**config.mk**
```make
export PLATFORM = sky130hd
export DESIGN_NAME = two_button_press_classifier_flat
export DESIGN_NICKNAME = d
export VERILOG_FILES = /design/src/tbpc_pkg.sv /design/src/tbpc_in_if.sv /design/src/tbpc_out_if.sv /design/src/two_button_press_classifier.sv /design/src/tbpc_lane.sv /design/src/tbpc_combo.sv /design/src/flat_wrapper.sv
export SDC_FILE = /design/constraint.sdc
export NUM_CORES = 1
export LEC_CHECK = 0
export CAP_MARGIN = 20
export CORE_ASPECT_RATIO = 0.75
export CORE_MARGIN = 2
export CORE_UTILIZATION = 60
export CTS_CLUSTER_DIAMETER = 50
export DETAILED_ROUTE_END_ITERATION = 8
export DONT_BUFFER_PORTS = 1
export PLACE_DENSITY_LB_ADDON = 0.25
export RECOVER_POWER = 25
export SYNTH_ARGS = -nofsm -noshare
export SYNTH_HDL_FRONTEND = slang
export SYNTH_SLANG_ARGS = --single-unit
```
**constraint.sdc**
```tcl
create_clock -name i_clk -period 5.7 [get_ports i_clk]
set_input_delay 0.855 -clock i_clk [delete_from_list [all_inputs] [get_ports i_clk]]
set_output_delay 0.855 -clock i_clk [all_outputs]
set_load 0.01 [all_outputs]
```
**src/tbpc_pkg.sv**
```systemverilog
// ----------------------------------------------------------------------------
// Two-button press classifier package
// Shared widths, limits, register indexes and the structs that pass between
// the button lanes, the combo stage and the top level.
// ----------------------------------------------------------------------------
package tbpc_pkg;

    localparam int DEB_W   = 10;
    localparam int HOLD_W  = 16;
    localparam int CFG_W   = 16;
    localparam int CFG_IDX_W = 2;

    localparam logic [DEB_W-1:0]  DEB_MAX  = {DEB_W{1'b1}};
    localparam logic [HOLD_W-1:0] HOLD_MAX = {HOLD_W{1'b1}};

    localparam logic [DEB_W-1:0]  DEBOUNCE_RESET = DEB_W'(40);
    localparam logic [HOLD_W-1:0] LONG_RESET     = HOLD_W'(1200);
    localparam logic [HOLD_W-1:0] COMBO_RESET    = HOLD_W'(3000);

    localparam logic [CFG_IDX_W-1:0] CFG_DEBOUNCE = 2'd0;
    localparam logic [CFG_IDX_W-1:0] CFG_LONG     = 2'd1;
    localparam logic [CFG_IDX_W-1:0] CFG_COMBO    = 2'd2;

    typedef struct packed {
        logic [DEB_W-1:0]  debounce_ticks;
        logic [HOLD_W-1:0] long_press_ticks;
        logic [HOLD_W-1:0] combo_hold_ticks;
    } t_cfg;

    // What one button lane reports for the current item.
    typedef struct packed {
        logic pressed;
        logic short_ev;
        logic long_ev;
    } t_lane_evt;

    typedef struct packed {
        logic mode_short;
        logic mode_long;
        logic set_short;
        logic set_long;
        logic combo_hold;
        logic mode_pressed;
        logic set_pressed;
    } t_result;

endpackage

```
**src/tbpc_in_if.sv**
```systemverilog
// ----------------------------------------------------------------------------
// Tick input channel
// Valid/ready channel that carries the raw levels of both buttons.
// ----------------------------------------------------------------------------
interface tbpc_in_if;
    logic valid;
    logic ready;
    logic mode_level;
    logic set_level;

    modport source (output valid, output mode_level, output set_level, input ready);
    modport sink   (input valid, input mode_level, input set_level, output ready);
endinterface

```
**src/tbpc_out_if.sv**
```systemverilog
// ----------------------------------------------------------------------------
// Classifier result channel
// Valid/ready channel that carries the event pulses and debounced states.
// ----------------------------------------------------------------------------
interface tbpc_out_if;
    logic valid;
    logic ready;
    logic mode_short;
    logic mode_long;
    logic set_short;
    logic set_long;
    logic combo_hold;
    logic mode_pressed;
    logic set_pressed;

    modport source (output valid, output mode_short, output mode_long, output set_short,
                    output set_long, output combo_hold, output mode_pressed,
                    output set_pressed, input ready);
    modport sink   (input valid, input mode_short, input mode_long, input set_short,
                    input set_long, input combo_hold, input mode_pressed,
                    input set_pressed, output ready);
endinterface

```
**src/two_button_press_classifier.sv**
```systemverilog
// ----------------------------------------------------------------------------
// Two-button press classifier
// Debounces two active-low buttons and reports short, long and combo presses.
// ----------------------------------------------------------------------------
// Each input item is one millisecond tick with the raw levels of the MODE and
// SET buttons; every item yields exactly one registered result item.
// The block takes one item per clock cycle while input ready is high: both
// button lanes and the combo stage update their state in the cycle the item
// is accepted, and the result lands in an output register backed by a
// one-entry skid register, so a new item is still accepted while one finished
// result waits downstream. Input ready drops only when both the output and
// the skid register are full. The three timing registers are written through
// the plain write port and should only change while no item is in flight.
// ----------------------------------------------------------------------------
module two_button_press_classifier (
    input  logic                           i_clk,
    input  logic                           i_rst_n,
    input  logic                           i_cfg_we,
    input  logic [tbpc_pkg::CFG_IDX_W-1:0] i_cfg_idx,
    input  logic [tbpc_pkg::CFG_W-1:0]     i_cfg_data,
    tbpc_in_if.sink                        i_in,
    tbpc_out_if.source                     o_out
);

    tbpc_pkg::t_cfg      r_cfg;
    tbpc_pkg::t_lane_evt mode_evt;
    tbpc_pkg::t_lane_evt set_evt;
    tbpc_pkg::t_result   result;
    tbpc_pkg::t_result   r_out;
    tbpc_pkg::t_result   r_skid;
    logic                r_out_valid;
    logic                r_skid_valid;
    logic                accept;
    logic                pop;

    // Timing registers. An index past the list is ignored.
    always_ff @(posedge i_clk) begin
        if (!i_rst_n) begin
            r_cfg.debounce_ticks   <= tbpc_pkg::DEBOUNCE_RESET;
            r_cfg.long_press_ticks <= tbpc_pkg::LONG_RESET;
            r_cfg.combo_hold_ticks <= tbpc_pkg::COMBO_RESET;
        end else if (i_cfg_we) begin
            case (i_cfg_idx)
                tbpc_pkg::CFG_DEBOUNCE: begin
                    r_cfg.debounce_ticks <= i_cfg_data[tbpc_pkg::DEB_W-1:0];
                end
                tbpc_pkg::CFG_LONG: begin
                    r_cfg.long_press_ticks <= i_cfg_data;
                end
                tbpc_pkg::CFG_COMBO: begin
                    r_cfg.combo_hold_ticks <= i_cfg_data;
                end
                default: begin
                end
            endcase
        end
    end

    // The skid register is the only thing that can block new items.
    assign i_in.ready = !r_skid_valid;
    assign accept     = i_in.valid && !r_skid_valid;
    assign pop        = r_out_valid && o_out.ready;

    // One lane per button; both work on the same item side by side.
    tbpc_lane u_mode_lane (
        .i_clk    (i_clk),
        .i_rst_n  (i_rst_n),
        .i_accept (accept),
        .i_raw    (i_in.mode_level),
        .i_cfg    (r_cfg),
        .o_evt    (mode_evt)
    );

    tbpc_lane u_set_lane (
        .i_clk    (i_clk),
        .i_rst_n  (i_rst_n),
        .i_accept (accept),
        .i_raw    (i_in.set_level),
        .i_cfg    (r_cfg),
        .o_evt    (set_evt)
    );

    // The merge stage adds the combo pulse and masks that tick's long pulses.
    tbpc_combo u_combo (
        .i_clk         (i_clk),
        .i_rst_n       (i_rst_n),
        .i_accept      (accept),
        .i_combo_ticks (r_cfg.combo_hold_ticks),
        .i_mode        (mode_evt),
        .i_set         (set_evt),
        .o_result      (result)
    );

    // Output register with a skid entry behind it.
    always_ff @(posedge i_clk) begin
        if (!i_rst_n) begin
            r_out_valid  <= 1'b0;
            r_skid_valid <= 1'b0;
        end else if (r_skid_valid) begin
            if (pop) begin
                r_out_valid  <= 1'b1;
                r_skid_valid <= 1'b0;
            end
        end else if (accept) begin
            if (r_out_valid && !pop) begin
                r_skid_valid <= 1'b1;
            end else begin
                r_out_valid <= 1'b1;
            end
        end else if (pop) begin
            r_out_valid <= 1'b0;
        end
    end

    always_ff @(posedge i_clk) begin
        if (r_skid_valid) begin
            if (pop) begin
                r_out <= r_skid;
            end
        end else if (accept) begin
            if (r_out_valid && !pop) begin
                r_skid <= result;
            end else begin
                r_out <= result;
            end
        end
    end

    assign o_out.valid        = r_out_valid;
    assign o_out.mode_short   = r_out.mode_short;
    assign o_out.mode_long    = r_out.mode_long;
    assign o_out.set_short    = r_out.set_short;
    assign o_out.set_long     = r_out.set_long;
    assign o_out.combo_hold   = r_out.combo_hold;
    assign o_out.mode_pressed = r_out.mode_pressed;
    assign o_out.set_pressed  = r_out.set_pressed;

endmodule

```
**src/tbpc_lane.sv**
```systemverilog
// ----------------------------------------------------------------------------
// Button lane
// Debounces one active-low button and classifies short and long presses.
// ----------------------------------------------------------------------------
module tbpc_lane (
    input  logic               i_clk,
    input  logic               i_rst_n,
    input  logic               i_accept,
    input  logic               i_raw,
    input  tbpc_pkg::t_cfg     i_cfg,
    output tbpc_pkg::t_lane_evt o_evt
);

    logic                        r_last, n_last;
    logic                        r_stable, n_stable;
    logic [tbpc_pkg::DEB_W-1:0]  r_since, n_since;
    logic [tbpc_pkg::HOLD_W-1:0] r_held, n_held;
    logic                        r_pv, n_pv;
    logic                        r_lr, n_lr;

    logic [tbpc_pkg::HOLD_W-1:0] held_inc;
    logic [tbpc_pkg::HOLD_W-1:0] held_rel;
    logic [tbpc_pkg::HOLD_W-1:0] deb_ext;
    logic                        change;

    assign deb_ext = tbpc_pkg::HOLD_W'(i_cfg.debounce_ticks);

    always_comb begin
        held_inc = r_held;
        if (!r_stable && r_pv && r_held != tbpc_pkg::HOLD_MAX) begin
            held_inc = r_held + 1'b1;
        end

        n_last = i_raw;
        if (i_raw != r_last) begin
            n_since = '0;
        end else if (r_since != tbpc_pkg::DEB_MAX) begin
            n_since = r_since + 1'b1;
        end else begin
            n_since = r_since;
        end

        change = (n_since >= i_cfg.debounce_ticks) && (r_stable != i_raw);

        n_stable     = r_stable;
        n_held       = held_inc;
        n_pv         = r_pv;
        n_lr         = r_lr;
        o_evt.short_ev = 1'b0;
        held_rel     = r_pv ? held_inc : '0;

        if (change) begin
            n_stable = i_raw;
            n_held   = '0;
            n_lr     = 1'b0;
            n_pv     = !i_raw;
            if (i_raw && !r_lr && held_rel >= deb_ext &&
                held_rel < i_cfg.long_press_ticks) begin
                o_evt.short_ev = 1'b1;
            end
        end

        o_evt.long_ev = 1'b0;
        if (!n_stable && !n_lr && n_pv && n_held >= i_cfg.long_press_ticks) begin
            o_evt.long_ev = 1'b1;
            n_lr          = 1'b1;
        end

        o_evt.pressed = !n_stable;
    end

    always_ff @(posedge i_clk) begin
        if (!i_rst_n) begin
            r_last   <= 1'b1;
            r_stable <= 1'b1;
            r_since  <= '0;
            r_held   <= '0;
            r_pv     <= 1'b0;
            r_lr     <= 1'b0;
        end else if (i_accept) begin
            r_last   <= n_last;
            r_stable <= n_stable;
            r_since  <= n_since;
            r_held   <= n_held;
            r_pv     <= n_pv;
            r_lr     <= n_lr;
        end
    end

endmodule

```
**src/tbpc_combo.sv**
```systemverilog
// ----------------------------------------------------------------------------
// Combo merge stage
// Combines both lanes: times the joint hold, fires the combo pulse and masks
// the long pulses of the same item.
// ----------------------------------------------------------------------------
module tbpc_combo (
    input  logic                        i_clk,
    input  logic                        i_rst_n,
    input  logic                        i_accept,
    input  logic [tbpc_pkg::HOLD_W-1:0] i_combo_ticks,
    input  tbpc_pkg::t_lane_evt         i_mode,
    input  tbpc_pkg::t_lane_evt         i_set,
    output tbpc_pkg::t_result           o_result
);

    logic [tbpc_pkg::HOLD_W-1:0] r_count, n_count;
    logic                        r_running, n_running;
    logic                        r_latched, n_latched;
    logic                        fire;

    always_comb begin
        n_running = r_running;
        n_count   = r_count;
        n_latched = r_latched;
        fire      = 1'b0;
        if (i_mode.pressed && i_set.pressed) begin
            if (!r_running) begin
                n_running = 1'b1;
                n_count   = '0;
            end else if (r_count != tbpc_pkg::HOLD_MAX) begin
                n_count = r_count + 1'b1;
            end
            if (!r_latched && n_count >= i_combo_ticks) begin
                fire      = 1'b1;
                n_latched = 1'b1;
            end
        end else begin
            n_running = 1'b0;
            n_count   = '0;
            n_latched = 1'b0;
        end

        o_result.mode_short   = i_mode.short_ev;
        o_result.mode_long    = i_mode.long_ev && !fire;
        o_result.set_short    = i_set.short_ev;
        o_result.set_long     = i_set.long_ev && !fire;
        o_result.combo_hold   = fire;
        o_result.mode_pressed = i_mode.pressed;
        o_result.set_pressed  = i_set.pressed;
    end

    always_ff @(posedge i_clk) begin
        if (!i_rst_n) begin
            r_count   <= '0;
            r_running <= 1'b0;
            r_latched <= 1'b0;
        end else if (i_accept) begin
            r_count   <= n_count;
            r_running <= n_running;
            r_latched <= n_latched;
        end
    end

endmodule

```
**src/flat_wrapper.sv**
```systemverilog
// flat-port wrapper written by rule: the top's interface ports become plain ports
module two_button_press_classifier_flat 
  (i_clk, i_rst_n, i_cfg_we, i_cfg_idx, i_cfg_data, i_in_valid, i_in_mode_level, i_in_set_level, i_in_ready, o_out_valid, o_out_mode_short, o_out_mode_long, o_out_set_short, o_out_set_long, o_out_combo_hold, o_out_mode_pressed, o_out_set_pressed, o_out_ready);
  tbpc_in_if i_in_i ();
  tbpc_out_if o_out_i ();
  input  logic i_clk;
  input  logic i_rst_n;
  input  logic i_cfg_we;
  input  logic [tbpc_pkg::CFG_IDX_W-1:0] i_cfg_idx;
  input  logic [tbpc_pkg::CFG_W-1:0] i_cfg_data;
  input wire logic [$bits(i_in_i.valid)-1:0] i_in_valid;
  input wire logic [$bits(i_in_i.mode_level)-1:0] i_in_mode_level;
  input wire logic [$bits(i_in_i.set_level)-1:0] i_in_set_level;
  output wire logic [$bits(i_in_i.ready)-1:0] i_in_ready;
  output wire logic [$bits(o_out_i.valid)-1:0] o_out_valid;
  output wire logic [$bits(o_out_i.mode_short)-1:0] o_out_mode_short;
  output wire logic [$bits(o_out_i.mode_long)-1:0] o_out_mode_long;
  output wire logic [$bits(o_out_i.set_short)-1:0] o_out_set_short;
  output wire logic [$bits(o_out_i.set_long)-1:0] o_out_set_long;
  output wire logic [$bits(o_out_i.combo_hold)-1:0] o_out_combo_hold;
  output wire logic [$bits(o_out_i.mode_pressed)-1:0] o_out_mode_pressed;
  output wire logic [$bits(o_out_i.set_pressed)-1:0] o_out_set_pressed;
  input wire logic [$bits(o_out_i.ready)-1:0] o_out_ready;
  assign i_in_i.valid = i_in_valid;
  assign i_in_i.mode_level = i_in_mode_level;
  assign i_in_i.set_level = i_in_set_level;
  assign i_in_ready = i_in_i.ready;
  assign o_out_valid = o_out_i.valid;
  assign o_out_mode_short = o_out_i.mode_short;
  assign o_out_mode_long = o_out_i.mode_long;
  assign o_out_set_short = o_out_i.set_short;
  assign o_out_set_long = o_out_i.set_long;
  assign o_out_combo_hold = o_out_i.combo_hold;
  assign o_out_mode_pressed = o_out_i.mode_pressed;
  assign o_out_set_pressed = o_out_i.set_pressed;
  assign o_out_i.ready = o_out_ready;
  two_button_press_classifier u_core (.i_clk(i_clk), .i_rst_n(i_rst_n), .i_cfg_we(i_cfg_we), .i_cfg_idx(i_cfg_idx), .i_cfg_data(i_cfg_data), .i_in(i_in_i), .o_out(o_out_i));
endmodule
```
# After elaboration in Yosys (flattened, before gate mapping)
# Index checks and enable logic that the tools add are counted.
[totals]
ff_bits = 136
elab_cells = 159
inputBits = 25
[op_classes]
reduce_logical = 49
magnitude_cmp = 9
bitwise_logic = 1
n_addsub = 5
n_eq_ne = 15
mux = 46
[ops]
columns = ["cell", "count"]
rows = [
  ["two-way mux 16 bit", 10],
  ["adder 16 x 1 -> 16 bit (second input constant)", 3],
  [">= comparator 16 bit", 3],
  ["inequality test 16 bit (second input constant)", 3],
  ["two-way mux 10 bit", 4],
  [">= comparator 16 x 10 -> 1 bit", 2],
  ["< comparator 16 bit", 2],
  ["two-way mux 1 bit", 28],
  ["two-way mux 7 bit", 4],
  ["logical AND 1 bit", 25],
  ["adder 10 x 1 -> 10 bit (second input constant)", 2],
  [">= comparator 10 bit", 2],
  ["inequality test 10 bit (second input constant)", 2],
  ["zero test 1 bit", 14],
  ["AND reduction 3 bit", 3],
  ["AND reduction 2 bit", 4],
  ["inequality test 1 bit", 4],
  ["inequality test 2 x 1 -> 1 bit (second input constant)", 2],
  ["nonzero test 2 bit", 2],
  ["inequality test 3 x 2 -> 1 bit (second input constant)", 1],
  ["== test 2 x 1 -> 1 bit (second input constant)", 1],
  ["== test 2 bit (second input constant)", 1],
  ["zero test 2 bit", 1],
  ["inequality test 2 bit (second input constant)", 1],
  ["inverter 1 bit", 1],
]

# Logic depth before layout (Yosys ltp)
# Gate-level depths: netlist of the first run.
[depth]
word_depth = 18
ltp_mapped = 23

# Hierarchy
# A second synthesis of the first run with hierarchy kept.
[unflattened]
hier_cells = 1308
hier_area_um2 = 10711.5
[by_module_without_submodules]
columns = ["mod", "n_inst", "seq_area_each_um2", "area_per_inst_um2", "cells_each"]
rows = [
  ["tbpc_lane (u_core.u_mode_lane)", 1, 600.6, 3487.1, 442],
  ["tbpc_lane (u_core.u_set_lane)", 1, 600.6, 3455.8, 439],
  ["two_button_press_classifier", 1, 1301.2, 2123.3, 204],
  ["tbpc_combo", 1, 360.3, 1645.3, 223],
]

# Worst setup path before layout of the first run
# OpenSTA, ideal clock, no wires.
[synth_timing]
path_type = "input to register"
start = "input port i_in_set_level"
end = "register u_core.r_out (netlist bit u_core.o_out.set_long) (data pin)"
t_arrival_ps = 4520
slack_ps = 910
path_stages = 19
path_cell_list = "clkbuf_1 > xor2_1 > nor2_1 > ha_1 > o211ai_1 > nor2_1 > o22ai_1 > a211oi_2 > clkbuf_1 > buf_1 > nor2_1 > ha_1 > a21oi_1 > nor2_1 > a211oi_1 > o21ai_0 > o21bai_1 > o211ai_1 > o31ai_1"
[synth_between]
word_cells_on_any_way = 24
[synth_lines]
columns = ["item", "line_no", "text"]
rows = [
  ["start, declared", "flat_wrapper.sv:13", "input wire logic [$bits(i_in_i.set_level)-1:0] i_in_set_level;"],
  ["inequality test 1 bit", "tbpc_lane.sv:35", "if (i_raw != r_last) begin"],
  ["two-way mux 10 bit", "tbpc_lane.sv:35", ""],
  ["via u_core.u_set_lane.n_since (one bit)", "tbpc_lane.sv:16", "logic [tbpc_pkg::DEB_W-1:0] r_since, n_since;"],
  [">= comparator 10 bit", "tbpc_lane.sv:43", "change = (n_since >= i_cfg.debounce_ticks) && (r_stable != i_raw);"],
  ["logical AND 1 bit", "tbpc_lane.sv:43", ""],
  ["two-way mux 16 bit", "tbpc_lane.sv:52", "if (change) begin"],
  ["via u_core.u_set_lane.n_held (one bit)", "tbpc_lane.sv:17", "logic [tbpc_pkg::HOLD_W-1:0] r_held, n_held;"],
  [">= comparator 16 bit", "tbpc_lane.sv:64", "if (!n_stable && !n_lr && n_pv && n_held >= i_cfg.long_press_ticks) begin"],
  ["logical AND 1 bit", "tbpc_lane.sv:64", ""],
  ["two-way mux 1 bit", "tbpc_lane.sv:64", ""],
  ["logical AND 1 bit", "tbpc_combo.sv:46", "o_result.set_long = i_set.long_ev && !fire;"],
  ["two-way mux 7 bit", "two_button_press_classifier.sv:121", "if (r_out_valid && !pop) begin"],
  ["two-way mux 7 bit", "two_button_press_classifier.sv:120", "end else if (accept) begin"],
  ["two-way mux 7 bit", "two_button_press_classifier.sv:116", "if (r_skid_valid) begin"],
  ["end signal, assigned", "two_button_press_classifier.sv:118", "r_out <= r_skid;"],
  ["end signal, assigned", "two_button_press_classifier.sv:124", "r_out <= result;"],
  ["end, declared", "two_button_press_classifier.sv:29", "tbpc_pkg::t_result r_out;"],
]
# The timed path passes the listed nets, and every way through them passes these cells. The select of a mux whose other input is x is not followed.
# A chain may end at the register's enable or synchronous reset.

# Worst setup path after layout of the first run
[layout_timing]
start = "register u_core.u_mode_lane.r_held[0] (netlist bit)"
end = "register u_core.r_out (netlist bit u_core.o_out.mode_short) (data pin)"
[layout_between]
elab_chain_len = 12
word_cells_on_any_way = 14
[layout_lines]
columns = ["item", "line_no", "text"]
rows = [
  ["start, declared", "tbpc_lane.sv:17", ""],
  ["start signal, assigned", "tbpc_lane.sv:84", "r_held <= n_held;"],
  ["branches (longest 2 deep; another with adder 16 x 1 -> 16 bit)", "n/a", ""],
  ["two-way mux 16 bit *", "tbpc_lane.sv:30", "if (!r_stable && r_pv && r_held != tbpc_pkg::HOLD_MAX) begin"],
  ["two-way mux 16 bit *", "tbpc_lane.sv:50", "held_rel = r_pv ? held_inc : '0;"],
  [">= comparator 16 x 10 -> 1 bit", "tbpc_lane.sv:57", "if (i_raw && !r_lr && held_rel >= deb_ext &&"],
  ["logical AND 1 bit", "tbpc_lane.sv:57", ""],
  ["logical AND 1 bit *", "tbpc_lane.sv:57", ""],
  ["two-way mux 1 bit *", "tbpc_lane.sv:57", ""],
  ["two-way mux 1 bit *", "tbpc_lane.sv:52", ""],
  ["two-way mux 7 bit *", "two_button_press_classifier.sv:121", ""],
  ["two-way mux 7 bit *", "two_button_press_classifier.sv:120", ""],
  ["two-way mux 7 bit *", "two_button_press_classifier.sv:116", ""],
]
# Mark *: on every way between the ends. The select of a mux whose other input is x is not followed.

==> qor_table.md, run 1 <==
| Quantity | Reported | Unit |
|:---|:---|:---|
| Run status | completed | - |
| Slowest cell delay on critical path | 0.51 | ns |
| Max-Cap Viols | 0 | - |
| Clock sinks | 136 | - |
| # Post-CTS Setup Buffers | 0 | - |
| Fin Setup TNS | 0 | ns |
| Post-synthesis sequential area ratio | 28.7 | % |
| Vias in the first global route | 8,189 | - |
| Post-CTS Resized | 0 | - |
| TritonCTS clock tree | done | - |
| Reg power frac | 43.8 | % |
| Final layout net count | 1,337 | - |
| Number of H-tree levels | 4 | - |
| Number of distinct library cells after synthesis | 74 | - |
| Data arrival time at the worst-slack endpoint | 4.91 | ns |
| Combinational power share | 7.3 | % |
| Total die area | 17,700 | um2 |
| Total routing usage reported by global routing | 29.5 | % |
| Initial Util | 61.7 | % |
| Post-synth EDFFs | 14 | - |
| Cell-internal power | 1700 | uW |
| Post-detailed-route wirelength per cell | 18.2 | um |
| Share of the clock period used by the worst path | 83.3 | % |
| CTS clk-pin slew, worst paths | 0.07 | ns |
| Aggregate global routing overflow | 0 | - |
| VDD IR max | 0.000160 | V |
| Vias per std cell | 6.21 | - |
| Yosys Warn Count | 0 | - |
| Setup slack of the most critical reg-to-reg path | 0.95 | ns |
| Fill cell total of the finished layout | 1,333 | - |
| Worst-path cell chain | ha_1 -> nand3_1 -> nor3_2 -> a21o_1 -> nor2_1 -> xnor2_1 -> nor2_1 -> ha_1 -> a21o_1 -> a2111oi_0 -> o21ai_0 -> a221oi_1 -> o211ai_1 -> o41ai_2 -> o41ai_2 | - |
| Remaining antenna violation count after routing | 0 | - |
| Final Wtd Congestion | 0.928 | - |
| Reported net switching power | 604 | uW |
| Skew-Pair Late Insertion Delay | 0.43 | ns |
| Hold buffer count at CTS | 0 | - |
| DRC Markers | 0 | - |
| Mean post-synth cell area | 8.18 | um2 |
| Slowest cell on the critical path | nor3_2 | - |
| Worst R2R End | u_core.o_out.mode_short | - |
| Global-route wire length before repair | 41.9 | mm |
| Horizontal die dimension | 153 | um |
| Share of layout cells above drive strength 1 | 5.66 | % |
| Worst-Margin Slew | 0.810 | ns |
| Main flop type after synthesis | dfxtp_1 | - |
| Number of buffers on the longest clock path | 2 | - |
| Cell at the root of the clock tree | clkbuf_16 | - |
| Post-Syn Instances | 1,219 | - |
| Drt first-iter violations | 740 | - |
| Hold-critical path depth | 2 | - |
| Top fanout value on the critical path | 8 | - |
| Total design power | 2300 | uW |
| Class of the most critical hold timing path | flip-flop to flip-flop | - |
| Worst min-delay path startpoint | u_core.r_cfg[18] | - |
| First-pass detailed-route iteration total | 5 | - |
| Synthesized cell area | 9980 | um2 |
| Initial antenna violation count | 1 | - |
| Worst R2R Path Depth | 15 | - |
| Crit Path Category | flip-flop to flip-flop | - |
| Final clock skew | 0.00952 | ns |
| # IOs | 34 | - |
| Worst reg2reg path startpoint | u_core.u_mode_lane.r_held[0] | - |
| Post-route minimum period | 4.75 | ns |
| Largest net degree at the start of global routing | 112 | - |
| Sum of buffers and inverters on the critical path | 0 | - |
| Top cell family by delay on the critical path | compound AO/OA/AOI/OAI gates | - |
| Type of element capturing the critical path | flip-flop | - |
| Hold path endpoint | u_core.r_cfg[18] | - |
| Number of flip-flops and latches in the synthesized netlist | 136 | - |
| Quantity of I/O buffers inserted on ports | 0 | - |
| Total inserted antenna cells | 0 | - |
| Slew headroom | 44.9 | % |
| Area of the placeable core | 16,200 | um2 |
| Hold violation total from the final report | 0 | - |
| Nature of the critical path startpoint | flip-flop | - |
| Proportion of synthesized flip-flops having asynchronous set or reset | 0 | % |
| HPWL Detailed | 18.8 | mm |
| Total wire length | 25.7 | mm |
| Final-report setup violation count | 0 | - |
| Number of nets in the synthesized netlist | 1,367 | - |
| Placement Rows | 40 | - |
| Critical Path RT | 5.86 | ns |
| Die Ht | 116 | um |
| Fmax | 211 | MHz |
| Static leakage | 0.00416 | uW |
| Proportion of power drawn by the clock network | 48.9 | % |
| PD cells | 216 | nW/um2 |
| Area added between synthesis and finish | 6.74 | % |
| Via count | 8,775 | - |
| Setup repair after global routing missed its margin | no | - |
| Total CTS buffers | 17 | - |
| Final-report max-slew violation count | 0 | - |
| Switching share of total power | 26.3 | % |
==> cell type report <==
type / count / area (um2) / area share (%)
clock inverter: 13 / 133 / 1.25
inverter: 51 / 191 / 1.80
sequential: 136 / 2860 / 26.9
tap: 210 / 263 / 2.47
clock buffer: 19 / 464 / 4.36
multi-input combinational: 974 / 6670 / 62.6
timing repair buffer: 9 / 63.8 / 0.599
==> registers in the layout (all words and copies together), names as in the netlist, 7 cells and up <==
signal / cells
u_core.u_set_lane.r_since: 10
u_core.u_combo.r_count: 16
u_core.u_mode_lane.r_held: 16
u_core.u_mode_lane.r_since: 10
u_core.r_skid: 7
u_core.u_set_lane.r_held: 16
u_core.r_cfg: 42
==> cells in the final DEF (no fill, tap or decap), types with 5 or more instances in the layout <==
cell type and n:
a21o_1 16, clkbuf_16 18, a22o_1 16, o211ai_1 25, a21oi_1 66, o21a_1 10
edfxtp_1 14, and4_1 12, xor2_1 26, dfxtp_1 122, o2111ai_1 5, nand3_1 36
a21boi_0 48, or3_1 7, a211oi_1 9, nand2b_1 5, nand4_1 24, mux2i_1 9
o31ai_1 20, and3_1 10, a2111oi_0 6, nor2_1 106, ha_1 123, o21ai_0 38
inv_1 49, nand2_1 162, mux2_2 5, nor4_1 6, nor3_1 21, xnor2_1 24
buf_4 8, and2_1 20, nor2b_1 44
==> cells in the mapped netlist, drive strengths merged, types with 13 or more instances <==
cell,number,area (um2)
nand2,163,612
ha,123,1540
dfxtp,122,2440
nor2,107,404
a21oi,68,348
inv,49,184
a21boi,48,360
clkbuf,45,170
nor2b,45,282
o21ai,40,200
nand3,36,180
xor2,26,228
o211ai,25,188
nand4,24,150
nor3,24,130
xnor2,24,210
and2,20,125
o31ai,20,150
a21o,16,120
a22o,16,140
edfxtp,14,420
buf,13,91.3
==> logic make-up after synthesis <==
group           share of synthesized area [%]
xor+xnor                                 4.39
compound gates                           20.8
fa+ha+maj                                15.4
flops                                    28.7
buf+inv                                  4.54
simple gates                             24.2
mux                                      1.98
==> metrics by stage <==
step	hold WS (ns)	util (%)	area (um2)	setup WS, ns	std cells
final	0.470	65.9	10600	0.951	1412
after global routing	0.495	65.9	10600	0.624	1412
after CTS	0.466	65.8	10600	1.02	1410
after detailed placement	0.457	62.1	10000	1.00	1378
after global placement	0.449	62.1	10000	1.08	1378
after floorplan	0.443	-	9980	0.910	1219
==> power groups by stage <==
stage / Clock [uW] / Sequential (uW) / Combinational [uW]
global route: 1170 / 1010 / 187
global placement: 0 / 1030 / 159
floorplan: 0 / 1020 / 135
finish: 1120 / 1010 / 168
CTS: 1140 / 1010 / 165
detailed placement: 0 / 1030 / 163
==> metal layers <==
layer | routed length, um | vias up | GRT usage [%]
li1 | - | 4338 | -
met2 | 10600 | 315 | 43.2
met5 | 13 | - | 0
met4 | 711 | 2 | 12.2
met1 | 12100 | 4060 | 40.9
met3 | 2240 | 60 | 8.49
==> tightest hold or removal path: cells and delay by family (launching register included) <==
family,cells,cell delay (ns)
AOI/OAI and AO/OA,1,0.06
DFF,1,0.31
and+or+nand+nor,1,0.05
==> worst max path at each step <==
stage                                      start                 endpoint  depth (start not counted)
floorplan                         i_in_set_level    u_core.o_out.set_long                         19
global placement                  i_in_set_level    u_core.o_out.set_long                         17
detailed placement                i_in_set_level    u_core.o_out.set_long                         16
CTS                 u_core.u_set_lane.r_since[0]    u_core.o_out.set_long                         21
global route        u_core.u_mode_lane.r_held[0]  u_core.o_out.mode_short                         15
finish              u_core.u_mode_lane.r_held[0]  u_core.o_out.mode_short                         15
(Power assumes the default switching activity.)
==> run 2, diff against run 1 <==
- clock period: 5.7 -> 4.5 ns (I/O delays scaled with it)
==> run 2 against run 1 <==
  * Wire length is 4.3% higher
  * Largest power group unchanged
  * Sequential power is 26% higher
  * Highest routed layer is now met4
  * Fmax is 9.5% higher
  * Combinational power is 39% higher
  * Core utilization is 2.8 points higher
  * Critical path type unchanged
==> qor_table.md, run 2 (synthesis results as in run 1) <==
| Quantity | Reported | Unit |
|:---|:---|:---|
| Placement Rows | 40 | - |
| Total design power | 2930 | uW |
| Vias per std cell | 6.25 | - |
| Total die area | 17,700 | um2 |
| Post-detailed-route wirelength per cell | 18.4 | um |
| Drt first-iter violations | 893 | - |
| Number of H-tree levels | 4 | - |
| Final layout net count | 1,376 | - |
| Share of the clock period used by the worst path | 96.4 | % |
| Vias in the first global route | 8,248 | - |
| Nature of the critical path startpoint | flip-flop | - |
| Post-route minimum period | 4.34 | ns |
| Type of element capturing the critical path | flip-flop | - |
| PD cells | 264 | nW/um2 |
| Switching share of total power | 26.4 | % |
| Combinational power share | 8.0 | % |
| Hold violation total from the final report | 0 | - |
| DRC Markers | 0 | - |
| Final-report max-slew violation count | 0 | - |
| Initial Util | 61.7 | % |
| Class of the most critical hold timing path | input pin to flip-flop | - |
| Hold buffer count at CTS | 0 | - |
| Proportion of power drawn by the clock network | 48.5 | % |
| Run status | completed | - |
| Total CTS buffers | 17 | - |
| Aggregate global routing overflow | 0 | - |
| Fill cell total of the finished layout | 1,289 | - |
| TritonCTS clock tree | done | - |
| Critical Path RT | 4.66 | ns |
| Number of buffers on the longest clock path | 2 | - |
| Flip-flop count of the largest register, all copies and words added | 42 | - |
| Reported net switching power | 773 | uW |
| Top fanout value on the critical path | 14 | - |
| Worst-Margin Slew | 1.00 | ns |
| Global-route wire length before repair | 42.8 | mm |
| Reg power frac | 43.5 | % |
| Final-report setup violation count | 0 | - |
| Area added between synthesis and finish | 11.2 | % |
| End-of-flow core utilization | 68.6 | % |
| Fmax | 231 | MHz |
| Quantity of I/O buffers inserted on ports | 0 | - |
| Total wire length | 26.8 | mm |
| Leading cell type in the layout, fill and taps excluded | nand2_1 | - |
| Die Ht | 116 | um |
| Max-Cap Viols | 0 | - |
| Slew headroom | 33.0 | % |
| Skew-Pair Late Insertion Delay | 0.43 | ns |
| First-pass detailed-route iteration total | 5 | - |
| Remaining antenna violation count after routing | 0 | - |
| Final clock skew | 0.0108 | ns |
| VDD IR max | 0.000235 | V |
| Data arrival time at the worst-slack endpoint | 4.50 | ns |
| Storage cell area | 2870 | um2 |
| Total inserted antenna cells | 0 | - |
| Leading cell types in the layout, fill and taps excluded | nand2_1, ha_1, dfxtp_1 | - |
| Horizontal die dimension | 153 | um |
| Largest net degree at the start of global routing | 112 | - |
| Crit Path Category | flip-flop to flip-flop | - |
| Initial antenna violation count | 0 | - |
| Cell at the root of the clock tree | clkbuf_16 | - |
| Total routing usage reported by global routing | 30.2 | % |
| Register name with the most flops | u_core.r_cfg | - |
| CTS clk-pin slew, worst paths | 0.06 | ns |
| Final Wtd Congestion | 0.904 | - |
| Static leakage | 0.00441 | uW |
| Area of the placeable core | 16,200 | um2 |
| Via count | 9,070 | - |
| Cell-internal power | 2150 | uW |
| Multi-input logic area | 6780 | um2 |
| Share of layout cells above drive strength 1 | 9.67 | % |
| # IOs | 34 | - |
| HPWL Detailed | 19.4 | mm |
| Clock sinks | 136 | - |
| Setup repair after global routing missed its margin | yes | - |
run 2: cell count changes in the layout (fill, tap and decap cells not counted), moves of 2 or more:
cell / previous run / this run
buf_12: 0 / 2
buf_4: 8 / 44
clkinv_4: 2 / 4
dfxtp_1: 122 / 119
dfxtp_4: 0 / 2
ha_1: 123 / 121
ha_4: 0 / 2
nor3_2: 3 / 1
nor3_4: 0 / 2
nor4_1: 6 / 4
nor4_2: 0 / 2
run 2: timing repair:
action                                  CTS  global route
setup buffers                             0             3
cloned                                    0             1
endpoints found under the setup margin    2             8
resized for setup                         3            16
pin swaps                                 0             6
run 2: final cells by class:
type                    instances  share of cell area (%)
flip-flops and latches        136                    25.9
clock buffers                  19                    4.18
repair buffers                 48                    3.60
well taps                     210                    2.37
clock inverters                13                    1.18
inverters                      51                    1.73
multi-input cells             974                    61.1
run 2: power groups by stage:
stage / combinational (uW) / clock, uW / sequential (uW)
floorplan: 173 / 0 / 1290
global placement: 217 / 0 / 1300
detailed placement: 223 / 0 / 1300
CTS: 227 / 1430 / 1270
global route: 257 / 1480 / 1270
finish: 234 / 1420 / 1270
run 2: worst paths after layout:
path                                                    from                     to  slack, ns  cells past startpoint
worst max register to register  u_core.u_set_lane.r_since[0]  u_core.o_out.set_long       0.16                     20
worst min-delay path                                 i_rst_n    u_core.r_skid_valid       0.37                      2
worst max-delay path            u_core.u_set_lane.r_since[0]  u_core.o_out.set_long       0.16                     20
worst min register to register              u_core.r_cfg[13]       u_core.r_cfg[13]       0.46                      2
run 2: metrics by stage:
stage / hold slack, ns / cell area [um2] / worst slack (ns) / TNS (ns) / cells
detailed placement: 0.456 / 10300 / -0.00106 / -0.00106 / 1414
finish: 0.366 / 11100 / 0.162 / 0 / 1451
global placement: 0.450 / 10300 / 0.183 / 0 / 1413
global route: 0.357 / 11100 / -0.0373 / -0.0412 / 1451
floorplan: 0.443 / 9990 / -0.00197 / -0.00197 / 1219
CTS: 0.334 / 11000 / 0.0505 / 0 / 1446
run 2: routing by layer:
metal	global-route usage (%)	part of all wire (%)
met2	45.3	42
met4	8.70	1.7
met3	6.21	7.8
met1	44.0	48
met5	0	0
run 2: worst max-delay path, cell delays in order (launching register included):
cell and delay (ns):
dfxtp_4 0.38, ha_4 0.14, nand3_1 0.10, or3_4 0.37, buf_4 0.17, and4_1 0.20, xnor2_1 0.13, nor2_1 0.08
ha_1 0.23, a2111oi_4 0.42, a211oi_4 0.13, buf_12 0.17, a311oi_4 0.32, ha_4 0.26, a21oi_1 0.14, nand2_1 0.08
a211oi_2 0.22, o21ai_1 0.08, o21bai_1 0.17, o211ai_1 0.15, o31ai_1 0.10
